### config.mk
export PLATFORM = sky130hd
export DESIGN_NAME = lexicographic_permutation_generator
export DESIGN_NICKNAME = d
export VERILOG_FILES = /design/src/lpg_pkg.sv /design/src/lpg_ram.sv /design/src/lexicographic_permutation_generator.sv
export SDC_FILE = /design/constraint.sdc
export NUM_CORES = 1
export LEC_CHECK = 0
export ABC_AREA = 1
export ABC_CLOCK_PERIOD_IN_PS = 5100
export BUFFER_PORTS_ARGS = -buffer_cell sky130_fd_sc_hd__buf_2
export CORE_ASPECT_RATIO = 0.6
export CORE_MARGIN = 3
export CORE_UTILIZATION = 55
export CTS_BUF_LIST = sky130_fd_sc_hd__clkbuf_8
export DETAILED_ROUTE_END_ITERATION = 7
export GPL_ROUTABILITY_DRIVEN = 0
export GPL_TIMING_DRIVEN = 0
export PLACE_DENSITY = 0.87
export SLEW_MARGIN = 20
export SYNTH_ARGS = -nofsm -noshare
export SYNTH_HDL_FRONTEND = slang
export SYNTH_HIERARCHICAL = 1
export SYNTH_SLANG_ARGS = --single-unit
### constraint.sdc
create_clock -name clock -period 5.1 [get_ports clock]
set_input_delay 0.765 -clock clock [delete_from_list [all_inputs] [get_ports clock]]
set_output_delay 0.765 -clock clock [all_outputs]
set_load 0.01 [all_outputs]
### src/lpg_pkg.sv
// Package for the lexicographic permutation generator: function codes, register
// index, sequencer step names, control word type and the microcode table.
// Depends on nothing; used by lexicographic_permutation_generator.
package lpg_pkg;

   localparam logic [1:0] F_LOAD    = 2'd0;
   localparam logic [1:0] F_EMIT    = 2'd1;
   localparam logic [1:0] F_ADVANCE = 2'd2;

   localparam logic CSR_LENGTH_IDX = 1'b0;
   localparam logic [3:0] LENGTH_RESET = 4'd8;

   typedef enum logic [3:0] {
      U_IDLE,
      U_EMIT_SET,
      U_PIV_SET,
      U_PIV_SCAN,
      U_PIV_END,
      U_SUCC,
      U_SWAP_A,
      U_SWAP_B,
      U_SETTLE,
      U_REV,
      U_WRAP,
      U_REV_B,
      U_EMIT
   } step_type;

   typedef enum logic [2:0] {P_HOLD, P_ZERO, P_INC, P_PIV, P_PIV1} p_op_type;
   typedef enum logic [2:0] {Q_HOLD, Q_ONE, Q_INC, Q_DEC, Q_LAST} q_op_type;
   typedef enum logic [1:0] {WR_NONE, WR_LOAD, WR_P_RDB, WR_Q_T} wr_sel_type;
   typedef enum logic [1:0] {WRAP_HOLD, WRAP_CLR, WRAP_SET} wrap_op_type;
   typedef enum logic [1:0] {G_ALWAYS, G_TRUE, G_FALSE, G_FREE} gate_type;
   typedef enum logic [2:0] {
      C_ALWAYS, C_DISPATCH, C_SCAN, C_FOUND, C_SUCC, C_REV_DONE, C_EMIT_DONE
   } cond_type;

   typedef struct packed {
      logic        take;
      p_op_type    p_op;
      q_op_type    q_op;
      wr_sel_type  wr_sel;
      logic        t_load;
      logic        piv_chk;
      logic        found_clr;
      wrap_op_type wrap_op;
      logic        emit;
      gate_type    gate;
      cond_type    cond;
      step_type    tgt_t;
      step_type    tgt_f;
   } ctl_word_type;

   localparam ctl_word_type CTL_NOP = '{
      take: 1'b0, p_op: P_HOLD, q_op: Q_HOLD, wr_sel: WR_NONE, t_load: 1'b0,
      piv_chk: 1'b0, found_clr: 1'b0, wrap_op: WRAP_HOLD, emit: 1'b0,
      gate: G_ALWAYS, cond: C_ALWAYS, tgt_t: U_IDLE, tgt_f: U_IDLE
   };

   function automatic ctl_word_type ucode(input step_type s);
      ctl_word_type w;
      w = CTL_NOP;
      case (s)
         U_IDLE: begin
            w.take    = 1'b1;
            w.wr_sel  = WR_LOAD;
            w.wrap_op = WRAP_CLR;
            w.cond    = C_DISPATCH;
         end
         U_EMIT_SET: begin
            w.p_op  = P_ZERO;
            w.tgt_t = U_EMIT;
         end
         U_PIV_SET: begin
            w.p_op      = P_ZERO;
            w.q_op      = Q_ONE;
            w.found_clr = 1'b1;
            w.tgt_t     = U_PIV_SCAN;
         end
         U_PIV_SCAN: begin
            w.p_op    = P_INC;
            w.q_op    = Q_INC;
            w.piv_chk = 1'b1;
            w.cond    = C_SCAN;
            w.tgt_t   = U_PIV_SCAN;
            w.tgt_f   = U_PIV_END;
         end
         U_PIV_END: begin
            w.p_op  = P_PIV;
            w.q_op  = Q_LAST;
            w.cond  = C_FOUND;
            w.tgt_t = U_SUCC;
            w.tgt_f = U_WRAP;
         end
         U_SUCC: begin
            w.q_op  = Q_DEC;
            w.gate  = G_TRUE;
            w.cond  = C_SUCC;
            w.tgt_t = U_SUCC;
            w.tgt_f = U_SWAP_A;
         end
         U_SWAP_A: begin
            w.wr_sel = WR_P_RDB;
            w.t_load = 1'b1;
            w.tgt_t  = U_SWAP_B;
         end
         U_SWAP_B: begin
            w.wr_sel = WR_Q_T;
            w.p_op   = P_PIV1;
            w.q_op   = Q_LAST;
            w.tgt_t  = U_SETTLE;
         end
         U_SETTLE: begin
            w.tgt_t = U_REV;
         end
         U_REV: begin
            w.wr_sel = WR_P_RDB;
            w.t_load = 1'b1;
            w.gate   = G_FALSE;
            w.cond   = C_REV_DONE;
            w.tgt_t  = U_EMIT_SET;
            w.tgt_f  = U_REV_B;
         end
         U_WRAP: begin
            w.p_op    = P_ZERO;
            w.q_op    = Q_LAST;
            w.wrap_op = WRAP_SET;
            w.tgt_t   = U_SETTLE;
         end
         U_REV_B: begin
            w.wr_sel = WR_Q_T;
            w.p_op   = P_INC;
            w.q_op   = Q_DEC;
            w.tgt_t  = U_REV;
         end
         U_EMIT: begin
            w.p_op  = P_INC;
            w.emit  = 1'b1;
            w.gate  = G_FREE;
            w.cond  = C_EMIT_DONE;
            w.tgt_t = U_IDLE;
            w.tgt_f = U_EMIT;
         end
         default: begin
            w = CTL_NOP;
         end
      endcase
      return w;
   endfunction

endpackage

### src/lpg_ram.sv
// Generic RAM: one write port and two read ports with registered read data.
// Depends on nothing.
module lpg_ram #(
   parameter int WIDTH = 8,
   parameter int DEPTH = 8
) (
   input  logic                     clock,
   input  logic                     wr_en,
   input  logic [$clog2(DEPTH)-1:0] wr_addr,
   input  logic [WIDTH-1:0]         wr_data,
   input  logic [$clog2(DEPTH)-1:0] rd_addr_a,
   input  logic [$clog2(DEPTH)-1:0] rd_addr_b,
   output logic [WIDTH-1:0]         rd_data_a,
   output logic [WIDTH-1:0]         rd_data_b
);

   logic [WIDTH-1:0] mem_ff [DEPTH];
   logic [WIDTH-1:0] rd_a_ff, rd_b_ff;

   always_ff @(posedge clock) begin
      if (wr_en) begin
         mem_ff[wr_addr] <= wr_data;
      end
      rd_a_ff <= mem_ff[rd_addr_a];
      rd_b_ff <= mem_ff[rd_addr_b];
   end

   assign rd_data_a = rd_a_ff;
   assign rd_data_b = rd_b_ff;

endmodule

### src/lexicographic_permutation_generator.sv
// Lexicographic permutation generator. Holds up to MAX_LEN elements in a small
// two-read-port RAM and steps them through every permutation in ascending
// lexicographic order under a microcoded sequencer that handles one element per
// step. A load is written straight from the idle step. An emit returns one
// word per position, position 0 first, last set on the final one. An advance
// scans for the pivot, walks down to the successor, swaps the two and reverses
// the suffix, or, when no pivot is found, reverses the whole arrangement and
// marks it wrapped; then it emits. The step rate is set by the RAM, which gives
// two reads and one write a cycle. A new word is taken only while the sequencer
// is idle; the output register lets the next word in while the last result
// still waits. length reads as 1 when 0 and saturates at MAX_LEN. Depends on
// lpg_pkg and lpg_ram.
module lexicographic_permutation_generator #(
   parameter int MAX_LEN    = 8,
   parameter int ELEM_WIDTH = 8
) (
   input  logic        clock,
   input  logic        reset,

   input  logic        req_valid,
   output logic        req_stall,
   input  logic [1:0]  req_func,
   input  logic [2:0]  req_index,
   input  logic [7:0]  req_value,

   output logic        rsp_valid,
   input  logic        rsp_stall,
   output logic [2:0]  rsp_position,
   output logic [7:0]  rsp_element,
   output logic        rsp_last,
   output logic        rsp_wrapped,

   input  logic        csr_psel,
   input  logic        csr_penable,
   input  logic        csr_pwrite,
   input  logic [2:0]  csr_paddr,
   input  logic [31:0] csr_pwdata,
   output logic [31:0] csr_prdata,
   output logic        csr_pready
);

   localparam int AW = $clog2(MAX_LEN);
   localparam int CW = $clog2(MAX_LEN + 1);
   localparam int EW = ELEM_WIDTH;
   localparam logic [4:0] MAX5 = 5'(MAX_LEN);

   lpg_pkg::step_type     upc_ff, upc_in;
   lpg_pkg::ctl_word_type ctl;

   logic [3:0]    length_ff, length_in;
   logic [CW-1:0] p_ff, p_in, q_ff, q_in, piv_ff, piv_in;
   logic          found_ff, found_in, wrap_ff, wrap_in;
   logic [EW-1:0] t_ff, t_in;

   logic          rsp_valid_ff, rsp_valid_in;
   logic [2:0]    rsp_position_ff, rsp_position_in;
   logic [7:0]    rsp_element_ff, rsp_element_in;
   logic          rsp_last_ff, rsp_last_in, rsp_wrapped_ff, rsp_wrapped_in;

   logic [4:0]    len5;
   logic [CW-1:0] n, n_last;
   logic          accept, free, cond, en, emit_fire, idx_ok;
   logic          wr_en;
   logic [AW-1:0] wr_addr;
   logic [EW-1:0] wr_data, rda, rdb;
   logic [AW+2:0] idx_wide;
   logic [EW+7:0] val_wide, elem_wide;
   logic [CW+2:0] pos_wide;

   assign ctl = lpg_pkg::ucode(upc_ff);

   assign len5   = (length_ff == 4'd0) ? 5'd1 :
                   (({1'b0, length_ff} > MAX5) ? MAX5 : {1'b0, length_ff});
   assign n      = CW'(len5);
   assign n_last = n - CW'(1);

   assign accept    = req_valid && ctl.take;
   assign req_stall = !ctl.take;
   assign free      = !rsp_valid_ff || !rsp_stall;

   assign idx_wide  = {{AW{1'b0}}, req_index};
   assign val_wide  = {{EW{1'b0}}, req_value};
   assign elem_wide = {8'h00, rda};
   assign pos_wide  = {3'b000, p_ff};
   assign idx_ok    = {2'b00, req_index} < MAX5;

   lpg_ram #(
      .WIDTH (EW),
      .DEPTH (MAX_LEN)
   ) u_store (
      .clock     (clock),
      .wr_en     (wr_en),
      .wr_addr   (wr_addr),
      .wr_data   (wr_data),
      .rd_addr_a (p_in[AW-1:0]),
      .rd_addr_b (q_in[AW-1:0]),
      .rd_data_a (rda),
      .rd_data_b (rdb)
   );

   always_comb begin
      case (ctl.cond)
         lpg_pkg::C_ALWAYS:    cond = 1'b1;
         lpg_pkg::C_DISPATCH:  cond = accept;
         lpg_pkg::C_SCAN:      cond = q_ff < n;
         lpg_pkg::C_FOUND:     cond = found_ff;
         lpg_pkg::C_SUCC:      cond = (q_ff > p_ff) && !(rdb > rda);
         lpg_pkg::C_REV_DONE:  cond = !(p_ff < q_ff);
         lpg_pkg::C_EMIT_DONE: cond = free && (p_ff == n_last);
         default:              cond = 1'b0;
      endcase
      case (ctl.gate)
         lpg_pkg::G_ALWAYS: en = 1'b1;
         lpg_pkg::G_TRUE:   en = cond;
         lpg_pkg::G_FALSE:  en = !cond;
         lpg_pkg::G_FREE:   en = free;
         default:           en = 1'b0;
      endcase
   end

   always_comb begin
      upc_in = cond ? ctl.tgt_t : ctl.tgt_f;
      if (ctl.cond == lpg_pkg::C_DISPATCH) begin
         upc_in = lpg_pkg::U_IDLE;
         if (accept && req_func == lpg_pkg::F_EMIT) begin
            upc_in = lpg_pkg::U_EMIT_SET;
         end else if (accept && req_func == lpg_pkg::F_ADVANCE) begin
            upc_in = lpg_pkg::U_PIV_SET;
         end
      end

      p_in = p_ff;
      if (en) begin
         case (ctl.p_op)
            lpg_pkg::P_HOLD: p_in = p_ff;
            lpg_pkg::P_ZERO: p_in = '0;
            lpg_pkg::P_INC:  p_in = p_ff + CW'(1);
            lpg_pkg::P_PIV:  p_in = piv_ff;
            lpg_pkg::P_PIV1: p_in = piv_ff + CW'(1);
            default:         p_in = p_ff;
         endcase
      end

      q_in = q_ff;
      if (en) begin
         case (ctl.q_op)
            lpg_pkg::Q_HOLD: q_in = q_ff;
            lpg_pkg::Q_ONE:  q_in = CW'(1);
            lpg_pkg::Q_INC:  q_in = q_ff + CW'(1);
            lpg_pkg::Q_DEC:  q_in = q_ff - CW'(1);
            lpg_pkg::Q_LAST: q_in = n_last;
            default:         q_in = q_ff;
         endcase
      end

      wr_en   = 1'b0;
      wr_addr = p_ff[AW-1:0];
      wr_data = rdb;
      case (ctl.wr_sel)
         lpg_pkg::WR_NONE: wr_en = 1'b0;
         lpg_pkg::WR_LOAD: begin
            wr_en   = accept && (req_func == lpg_pkg::F_LOAD) && idx_ok;
            wr_addr = idx_wide[AW-1:0];
            wr_data = val_wide[EW-1:0];
         end
         lpg_pkg::WR_P_RDB: wr_en = en;
         lpg_pkg::WR_Q_T: begin
            wr_en   = en;
            wr_addr = q_ff[AW-1:0];
            wr_data = t_ff;
         end
         default: wr_en = 1'b0;
      endcase

      t_in = (ctl.t_load && en) ? rda : t_ff;

      piv_in   = piv_ff;
      found_in = ctl.found_clr ? 1'b0 : found_ff;
      if (ctl.piv_chk && (q_ff < n) && (rda < rdb)) begin
         piv_in   = p_ff;
         found_in = 1'b1;
      end

      case (ctl.wrap_op)
         lpg_pkg::WRAP_HOLD: wrap_in = wrap_ff;
         lpg_pkg::WRAP_CLR:  wrap_in = 1'b0;
         lpg_pkg::WRAP_SET:  wrap_in = 1'b1;
         default:            wrap_in = wrap_ff;
      endcase

      emit_fire       = ctl.emit && en;
      rsp_valid_in    = emit_fire ? 1'b1 : (rsp_stall && rsp_valid_ff);
      rsp_position_in = emit_fire ? pos_wide[2:0] : rsp_position_ff;
      rsp_element_in  = emit_fire ? elem_wide[7:0] : rsp_element_ff;
      rsp_last_in     = emit_fire ? (p_ff == n_last) : rsp_last_ff;
      rsp_wrapped_in  = emit_fire ? wrap_ff : rsp_wrapped_ff;

      length_in = length_ff;
      if (csr_psel && csr_penable && csr_pwrite && csr_pready &&
          csr_paddr[2] == lpg_pkg::CSR_LENGTH_IDX) begin
         length_in = csr_pwdata[3:0];
      end
   end

   always_ff @(posedge clock) begin
      if (reset) begin
         upc_ff       <= lpg_pkg::U_IDLE;
         rsp_valid_ff <= 1'b0;
         length_ff    <= lpg_pkg::LENGTH_RESET;
         found_ff     <= 1'b0;
         wrap_ff      <= 1'b0;
      end else begin
         upc_ff       <= upc_in;
         rsp_valid_ff <= rsp_valid_in;
         length_ff    <= length_in;
         found_ff     <= found_in;
         wrap_ff      <= wrap_in;
      end
      p_ff            <= p_in;
      q_ff            <= q_in;
      piv_ff          <= piv_in;
      t_ff            <= t_in;
      rsp_position_ff <= rsp_position_in;
      rsp_element_ff  <= rsp_element_in;
      rsp_last_ff     <= rsp_last_in;
      rsp_wrapped_ff  <= rsp_wrapped_in;
   end

   assign rsp_valid    = rsp_valid_ff;
   assign rsp_position = rsp_position_ff;
   assign rsp_element  = rsp_element_ff;
   assign rsp_last     = rsp_last_ff;
   assign rsp_wrapped  = rsp_wrapped_ff;

   assign csr_pready = 1'b1;
   assign csr_prdata = (csr_paddr[2] == lpg_pkg::CSR_LENGTH_IDX) ?
                       {28'd0, length_ff} : 32'd0;

`ifndef SYNTHESIS
   a_succ_bound: assert property (@(posedge clock) disable iff (reset)
      (upc_ff == lpg_pkg::U_SUCC) |-> (q_ff >= p_ff))
      else $error("successor walk passed the pivot");

   a_rev_order: assert property (@(posedge clock) disable iff (reset)
      (upc_ff == lpg_pkg::U_REV_B) |-> (p_ff < q_ff))
      else $error("reversal swap with crossed pointers");

   a_rsp_source: assert property (@(posedge clock) disable iff (reset)
      $rose(rsp_valid) |-> ($past(upc_ff) == lpg_pkg::U_EMIT))
      else $error("result word raised outside the emit step");

   a_rsp_run: assert property (@(posedge clock) disable iff (reset)
      (rsp_valid && !rsp_stall && !rsp_last) |=> rsp_valid)
      else $error("gap inside a run of result words");
`endif

endmodule

==> run metrics, run 1 <==
largest family of logic cells by synthesized area=simple AND/OR/NAND/NOR gates; first-pass GRT wire length=28,500 um; hold_sp=wrap_ff; P&R area growth vs syn=13.2%; Final Critical Period=3680 ps; outcome=complete, no violations; Netlist cell types=38; Avg Cell Area, Syn=a little over 8 um2; Rows=30; die height=92.6 um; post-layout instance area=7780 um2; R2R Setup Slk=1420 ps; Cell Area, Synth=6880 um2; htree depth=4; EDFF count, synth=91; multi-input logic area=2670 um2; root buffer cell=clkbuf_8; Slew @ Worst Pin=slightly below 1000 ps; Synthesis Warnings=6; cts bufs inserted=17; vias in the first global route=5,320; fraction of registers with async set or reset after synthesis=0%; clock transition at the registers of the reported paths=70 ps; Sink Count=124; Pwr Density=468 nW/um2; Final Max Slew Viols=0; hold endpoint=rsp_wrapped; critical path endpoint category=flip-flop; fin util=66.3%; final wirelength=around 19,000 um; Leakage=3.83 nW; slowest stage cell, crit path=nor2_1; Clock Latency Late Sink=440 ps; initial antenna violation count=0; HPWL Detailed=13,900 um; crit path launch type=flip-flop; Final Hold Viols=0; RR Endpoint=u_store/mem_ff[1][4]; drt initial violations=942; Crit Path Class=reg -> reg; Die X=150 um; Setup violations, final=0; Top FF cell, synth=edfxtp_1; register area share after synthesis=49.4%; flip-flop and latch area=3390 um2; Synth Area in XOR/XNOR=0.510%; CTS tree=yes; Worst slew margin=between 30% and 40%; postcts setup bufs=0; depth of the most critical reg-to-reg path=16; Simple-Gate Fraction of Synth Area=28.4%; Max-Cap Viols=0; Initial Util=58.5%; Fillers=approximately 940; nets=1,018; WHS Path Cells=0; area fraction in compound gates after synthesis=4.71%; arrival time worst endpoint=3740 ps; # DRC=0; multiplexer area fraction after synthesis=0%; Max Root-Sink Buffers=2; largest net degree at the start of global routing=17; post-CTS sizing=0; Most common cell on crit path=nand2_1; average wire per standard cell=roughly 17 um; fin crit share=72.1%; Crit Reg-Reg Startpoint=length_ff[2]; DR pass1 iterations=7; GRT overflow=0; placed instance area=~7400 um2; Required @ worst endpoint=between 5000 and 6000 ps; routed vias/inst=between 5 and 6; port bufs=43; clock skew=around 10 ps; largest stage delay on the critical path=770 ps; CP max FO=8; Post-Syn Instances=855; # diodes=0; share of cells above drive strength 1=14.8%; Max VDD drop=0.286 mV; Floorplan Core Area=11,700 um2; gr usage total=27.4%; RSZ-0062 raised after global routing=no; Post-DRT Antenna Nets=0; Yosys reg bits=124; die area=13,900 um2; vias=6,104; setup TNS after final layout=0 ps; cts hold-fix bufs=0; io pins=103; achievable clock frequency=272 MHz; worst hold path class=reg -> reg; worst path cell trace=o21ai_0, nand2_1, ha_1, nand2_1, nor3b_1, nand2_1, nor2_1, nand2_1, nand2_1, nand2_2, nand3_4, nand2_4, nand2_1, nand2_1, nand2_1, nor2_1; Post-Synth Adder-Cell Area=3.57%
[where the power goes]
part	leakage, nW	internal (mW)	total (mW)	switching [mW]
clock	0.196	0.453	0.850	0.397
sequential	1.09	1.24	1.33	0.0889
combinational	2.54	0.478	1.46	0.986
[cell families after synthesis]
group / count (synthesis)
other: 2
AOI/OAI and AO/OA: 53
DFF: 124
buffers and inverters: 184
and+or+nand+nor: 469
adders and majority gates: 19
xor gates and xnor gates: 4
[layout make-up]
type                    count  share of cell area [%]
flip-flops and latches    124                    43.6
multi-input cells         574                    34.3
inverters                 132                    6.46
plain buffers              52                    5.37
clock buffers              19                    3.36
repair buffers             43                    2.76
well taps                 160                    2.57
clock inverters            13                    1.62
[synthesized netlist by cell type (all sizes together) (4+ instances only)]
master | n | share of area [%]
ha | 18 | 3.3
nor3 | 4 | 0.44
o21ai | 17 | 1.3
o221ai | 5 | 0.64
buf | 51 | 6.0
nand2 | 320 | 18
a21oi | 16 | 1.2
nand3 | 92 | 6.9
inv | 131 | 7.3
edfxtp | 91 | 40
o211ai | 10 | 1.1
nor2 | 46 | 2.7
dfxtp | 33 | 9.6
[through the flow]
step           setup slack [ps]  instances  total power [mW]  hold WS [ps]
2_1_floorplan              2220        882              2.30           408
3_3_place_gp               1340       1085              2.68           414
3_5_place_dp               1630       1085              2.73           429
4_1_cts                    1560       1117              3.58           459
5_1_grt                    1310       1117              3.84           482
6_report                   1420       1117              3.64           457
[cells in the final DEF, fill, tap and decap left out, types with 2 or more instances in the layout]
cell / count
inv_1: 126
nand4_1: 3
clkbuf_8: 19
edfxtp_1: 91
o21ai_0: 16
nand2_2: 3
o221ai_1: 5
buf_6: 11
nor2_1: 44
xor2_1: 2
buf_2: 47
nand3_1: 91
bufinv_16: 2
nand2_1: 316
clkinv_2: 4
ha_1: 18
nand3b_1: 2
a21oi_1: 15
dfxtp_1: 33
o22ai_1: 2
xnor2_1: 2
inv_2: 4
buf_4: 36
nor3_1: 2
nor3_2: 2
clkinvlp_4: 4
o211ai_1: 10
inv_4: 3
conb_1: 29
[routing by layer]
metal	vias up	GRT usage, %	part of all wire [%]
met5	-	0	0
met4	0	6.01	1.0
met3	30	11.7	19
met2	486	36.0	39
met1	2735	41.3	41
li1	2853	-	-
[worst max path at each step]
stage,start,end,slack [ps],cells past startpoint
detailed placement,length_ff[2],u_store/mem_ff[4][3],1630,16
CTS,length_ff[2],u_store/mem_ff[4][6],1560,16
global route,length_ff[2],u_store/mem_ff[0][7],1310,16
finish,length_ff[2],u_store/mem_ff[1][4],1420,16
floorplan,rsp_stall,u_store/mem_ff[1][0],2220,8
global placement,rsp_stall,u_store/mem_ff[4][3],1340,9
[sequential cells by signal, indices dropped and copies added, names as in the netlist]
| signal | count |
|---|---|
| upc_ff | 4 |
| found_ff | 1 |
| u_store/rd_data_a | 8 |
| piv_ff | 4 |
| u_store/rd_data_b | 8 |
| p_ff | 4 |
| rsp_wrapped | 1 |
| t_ff | 8 |
| q_ff | 4 |
| length_ff | 4 |
| rsp_last | 1 |
| rsp_valid | 1 |
| rsp_element | 8 |
| u_store/mem_ff | 64 |
| rsp_position | 3 |
| wrap_ff | 1 |
[critical path, delay by kind of cell, from the launching register on]
kind            cells  cell delay (ps)
compound gates      1              290
simple gates       14             2240
flops               1              340
fa+ha+maj           1              420
Note: power is estimated with default switching activity, not from simulation.
==> run 2, diff against run 1 <==
--- a/config.mk
+++ b/config.mk
@@ -6,16 +6,16 @@
 export NUM_CORES = 1
 export LEC_CHECK = 0
 export ABC_AREA = 1
-export ABC_CLOCK_PERIOD_IN_PS = 5100
+export ABC_CLOCK_PERIOD_IN_PS = 3200
 export BUFFER_PORTS_ARGS = -buffer_cell sky130_fd_sc_hd__buf_2
 export CORE_ASPECT_RATIO = 0.6
 export CORE_MARGIN = 3
-export CORE_UTILIZATION = 55
+export CORE_UTILIZATION = 54
 export CTS_BUF_LIST = sky130_fd_sc_hd__clkbuf_8
 export DETAILED_ROUTE_END_ITERATION = 7
 export GPL_ROUTABILITY_DRIVEN = 0
 export GPL_TIMING_DRIVEN = 0
-export PLACE_DENSITY = 0.87
+export PLACE_DENSITY = 0.89
 export SLEW_MARGIN = 20
 export SYNTH_ARGS = -nofsm -noshare
 export SYNTH_HDL_FRONTEND = slang
==> constraint.sdc (replaced) <==
create_clock -name clock -period 3.2 [get_ports clock]
set_input_delay 0.48 -clock clock [delete_from_list [all_inputs] [get_ports clock]]
set_output_delay 0.48 -clock clock [all_outputs]
set_load 0.01 [all_outputs]
==> run 2 against run 1 <==
  * Critical endpoint is now u_store/mem_ff[7][0]
  * Hold slack worse by 210 ps
  * Final area up 2.7%
  * Sequential share of layout area down 1.1 points
  * Flip-flop and latch count unchanged
  * Utilization down 1.0 points
  * Fmax up 17%
  * Die area up 1.8%
  * Global-route usage up 0.16 points
==> run metrics, run 2 (synthesis results as in run 1) <==
achievable clock frequency=317 MHz; port bufs=43; clock transition at the registers of the reported paths=roughly 80 ps; Final Critical Period=3150 ps; Max-Cap Viols=0; die area=14,200 um2; setup TNS after final layout=0 ps; first-pass GRT wire length=29,400 um; critical path endpoint category=flip-flop; depth of the most critical reg-to-reg path=14; die height=93.4 um; largest register by flop count=u_store/mem_ff; routed vias/inst=5.43; fin util=65.2%; Final Max Slew Viols=0; cts hold-fix bufs=0; outcome=complete, no violations; Cells after DPL=1,090; share of cells above drive strength 1=17.8%; multi-input logic area=2750 um2; arrival time worst endpoint=3230 ps; Fillers=970; # DRC=0; initial antenna violation count=0; Required @ worst endpoint=3280 ps; htree depth=4; R2R Setup Slk=50 ps; worst hold path class=in -> reg; final wirelength=roughly 19,000 um; root buffer cell=clkbuf_8; vias in the first global route=5,592; hold_sp=reset; Worst slew margin=36.1%; Rows=31; # diodes=0; WHS Path Cells=2; placed instance area=7400 um2; RR Endpoint=u_store/mem_ff[7][0]; Clock Latency Late Sink=between 400 and 500 ps; cts bufs inserted=17; fin crit share=98.5%; average wire per standard cell=16.7 um; DR pass1 iterations=6; max reg flops=64; Initial Util=between 50% and 60%; clock skew=between 10 and 15 ps; Post-DRT Antenna Nets=0; largest net degree at the start of global routing=17; Finished Layout Cells=around 1,100; Max VDD drop=around 0.42 mV; Crit Path Class=reg -> reg; most frequent cells in the layout=313 x nand2_1, 125 x inv_1, 91 x nand3_1, 91 x edfxtp_1, 47 x buf_2; Floorplan Core Area=12,300 um2; Pwr Total=a little under 6 mW; Setup violations, final=0; hold endpoint=rsp_valid; vias=6,156; post-route setup slack=around 49 ps; GRT overflow=0; io pins=between 100 and 150; Final Hold Viols=0; post-layout instance area=7990 um2; commonest non-fill, non-tap cell in the layout=nand2_1; Die X=~150 um; Leakage=just under 4 nW; gr usage total=27.5%; P&R area growth vs syn=16.3%; DP Worst Slack=-184 ps; nets=1,030; CTS tree=yes; Slew @ Worst Pin=955 ps; HPWL Detailed=13,600 um; Max Root-Sink Buffers=2; RSZ-0062 raised after global routing=yes; flip-flop and latch area=3390 um2; Pwr Density=743 nW/um2; Hold WS=249 ps; Sink Count=around 120; crit path launch type=flip-flop; CP max FO=8; Crit Reg-Reg Startpoint=upc_ff[1]; drt initial violations=about 900
## run 2: repair_timing
action / CTS / global route
setup buffers: 0 / 12
gates cloned: 0 / 0
resized for setup: 6 / 19
endpoints found under the hold margin: 0 / 0
setup endpoints to repair: 78 / 88
pin swaps: 0 / 2
## run 2: where the power goes
group | switching, mW | total, mW | internal [mW]
Sequential | 0.150 | 2.13 | 1.98
Combinational | 1.60 | 2.38 | 0.779
Clock | 0.663 | 1.43 | 0.768
Total | 2.41 | 5.94 | 3.53
## run 2: worst max-delay path by stage
stage / start / endpoint / slack (ps) / depth (start not counted)
2_1_floorplan: upc_ff[0] / u_store/mem_ff[1][0] / 410 / 10
3_3_place_gp: upc_ff[1] / u_store/mem_ff[5][4] / -550 / 10
3_5_place_dp: length_ff[2] / u_store/mem_ff[5][4] / -180 / 16
4_1_cts: length_ff[2] / u_store/mem_ff[3][1] / -150 / 16
5_1_grt: length_ff[3] / u_store/mem_ff[3][0] / -70 / 17
6_report: upc_ff[1] / u_store/mem_ff[7][0] / 50 / 14
## run 2: area by class of cell
cell class                      instances  share of cell area, %
Multi-Input combinational cell        574                   34.4
Tap cell                              165                   2.58
Clock buffer                           17                   2.93
Timing Repair Buffer                   55                   3.82
Inverter                              132                   6.34
Clock inverter                         15                   2.19
Buffer                                 52                   5.32
Sequential cell                       124                   42.4
## run 2: routing by layer
| metal | up-vias | GRT usage, % | wire [um] |
|---|---|---|---|
| met5 | - | 0 | 0 |
| li1 | 2884 | - | - |
| met3 | 34 | 13.7 | 3560 |
| met2 | 483 | 36.1 | 7410 |
| met1 | 2755 | 40.3 | 7710 |
| met4 | 0 | 6.65 | 280 |
## run 2: worst max-delay path, stage by stage (launching register included)
cell,delay (ps)
dfxtp_1,530
nor2_2,90
nand3_1,290
nand3_1,260
nand2_1,130
nor2_1,40
nand2_1,70
nand2_1,70
nand2_2,140
nand3_4,130
nand2_4,150
nand2_1,90
nand2_1,90
nand2_1,210
nor2_2,490
==> run 3, diff against run 2 <==
--- a/config.mk
+++ b/config.mk
@@ -10,12 +10,13 @@
 export BUFFER_PORTS_ARGS = -buffer_cell sky130_fd_sc_hd__buf_2
 export CORE_ASPECT_RATIO = 0.6
 export CORE_MARGIN = 3
-export CORE_UTILIZATION = 54
-export CTS_BUF_LIST = sky130_fd_sc_hd__clkbuf_8
+export CORE_UTILIZATION = 52
+export CTS_BUF_LIST = sky130_fd_sc_hd__clkbuf_16
 export DETAILED_ROUTE_END_ITERATION = 7
 export GPL_ROUTABILITY_DRIVEN = 0
 export GPL_TIMING_DRIVEN = 0
-export PLACE_DENSITY = 0.89
+export PLACE_DENSITY = 0.87
+export REMOVE_ABC_BUFFERS = 1
 export SLEW_MARGIN = 20
 export SYNTH_ARGS = -nofsm -noshare
 export SYNTH_HDL_FRONTEND = slang
==> run 3 against run 2 <==
  * The run now ends with negative setup slack left
  * Utilization increased by 0.14 points
  * Critical path type unchanged
  * Worst setup slack lost 55 ps
  * Count of clock-buffer cells in the layout stayed put
  * Largest cell class unchanged
  * Final cell count shrank 3.6%
  * Sequential power hardly changed
  * Die area rose by 3.6%
  * Flip-flop and latch count unchanged
  * Sequential share of layout area down 0.88 points
  * Hold slack better by 11 ps
==> run metrics, run 3 (synthesis results as in run 1) <==
first-pass GRT wire length=29,000 um; Crit Path Class=reg -> reg; WHS Path Cells=2; port bufs=43; Finished Layout Cells=1,093; Clock Latency Late Sink=roughly 420 ps; # diodes=0; achievable clock frequency=312 MHz; GRT overflow=0; commonest non-fill, non-tap cell in the layout=nand2_1; worst hold path class=in -> reg; largest register by flop count=u_store/mem_ff; Most common cell on crit path=nand2_1; crit path launch type=flip-flop; final wirelength=roughly 21,000 um; CTS tree=yes; Pwr Density=a little over 800 nW/um2; largest stage delay on the critical path=450 ps; Sink Count=approximately 120; vias=between 6,000 and 7,000; worst path cell trace=inv_1, ha_1, nand2_1, nand2_1, nand2_1, nand2_1, nand2_1, nand2_1, nor2_1, nand2_1, nand2_2, nand3_4, nand2_4, nand2_1, nand2_1, nand2_2, nor2_4, buf_12; vias in the first global route=5,597; Setup violations, final=7; fin util=65.4%; htree depth=4; RSZ-0062 raised after global routing=yes; Slew @ Worst Pin=812 ps; Floorplan Core Area=12,500 um2; cts bufs inserted=17; Die X=154 um; Max Root-Sink Buffers=2; Pwr Total=6.58 mW; share of cells above drive strength 1=approximately 15%; largest net degree at the start of global routing=35; drt initial violations=1,229; arrival time worst endpoint=3340 ps; root buffer cell=clkbuf_16; Cells after DPL=1,039; io pins=around 100; die area=approximately 15,000 um2; most frequent cells in the layout=305 x nand2_1, 124 x inv_1, 91 x edfxtp_1; average wire per standard cell=19.6 um; Max VDD drop=0.503 mV; routed vias/inst=5.84; post-route setup slack=-6.20 ps; initial antenna violation count=0; clock transition at the registers of the reported paths=60 ps; nets=989; depth of the most critical reg-to-reg path=18; clock skew=slightly below 8 ps; Leakage=3.84 nW; slowest stage cell, crit path=dfxtp_1; # DRC=0; Max-Cap Viols=0; Hold WS=260 ps; Worst slew margin=approximately 46%; Fillers=~900; Initial Util=55.0%; critical path endpoint category=flip-flop; Final Hold Viols=0; fin crit share=100%; Rows=31; setup TNS after final layout=-22.1 ps; CP max FO=8; gr usage total=26.0%; DR pass1 iterations=7; Post-DRT Antenna Nets=0; die height=95.1 um; Final Max Slew Viols=0; HPWL Detailed=12,100 um; P&R area growth vs syn=18.7%; max reg flops=64; Final Critical Period=between 3000 and 4000 ps; outcome=finished with violations; Required @ worst endpoint=about 3300 ps; violated checks=negative setup slack
[run 3: final cells by class]
| cell class | count | area, um2 | area share (%) |
|---|---|---|---|
| Timing Repair Buffer | 64 | 502 | 6.15 |
| Inverter | 132 | 563 | 6.90 |
| Sequential cell | 124 | 3390 | 41.6 |
| Clock inverter | 15 | 181 | 2.22 |
| Tap cell | 165 | 206 | 2.53 |
| Clock buffer | 17 | 425 | 5.21 |
| Multi-Input combinational cell | 576 | 2890 | 35.4 |
[run 3: through the flow]
step,instance area [um2],setup WS [ps]
final,8160,-6.20
after global routing,8160,-117
after detailed placement,7000,-655
after global placement,6980,-1380
after CTS,7720,-45.2
after floorplan,6560,114
[run 3: critical path: cells and delay by family, from the launching register on]
family | cells | cell delay (ps)
buf+inv | 2 | 290
fa+ha+maj | 1 | 290
flops | 1 | 450
simple gates | 15 | 1880
[run 3: where the power goes]
group	switching, mW	internal, mW	total, mW
Combinational	1.68	0.740	2.42
Sequential	0.174	1.98	2.16
Clock	0.719	1.29	2.01
Total	2.57	4.01	6.58
[run 3: timing repair]
item | CTS | global route
hold buffers | 0 | 0
pin swaps | 2 | 11
cloned | 0 | 2
buffers inserted | 0 | 20
setup endpoints to repair | 89 | 88
gates resized for setup | 30 | 33
[run 3: worst paths after layout]
kind	startpoint	end	slack, ps
hold reg to reg	wrap_ff	rsp_wrapped	440
hold / removal	reset	rsp_valid	260
setup / recovery	q_ff[1]	u_store/mem_ff[6][6]	-6
setup reg to reg	q_ff[1]	u_store/mem_ff[6][6]	-6
[run 3: routing by layer]
| metal | vias up | track usage, % | wire [um] |
|---|---|---|---|
| met5 | - | 0 | 0 |
| met4 | 0 | 9.77 | 970 |
| met3 | 121 | 10.5 | 3480 |
| met2 | 608 | 37.5 | 8930 |
| met1 | 2852 | 35.5 | 8040 |
| li1 | 2798 | - | - |
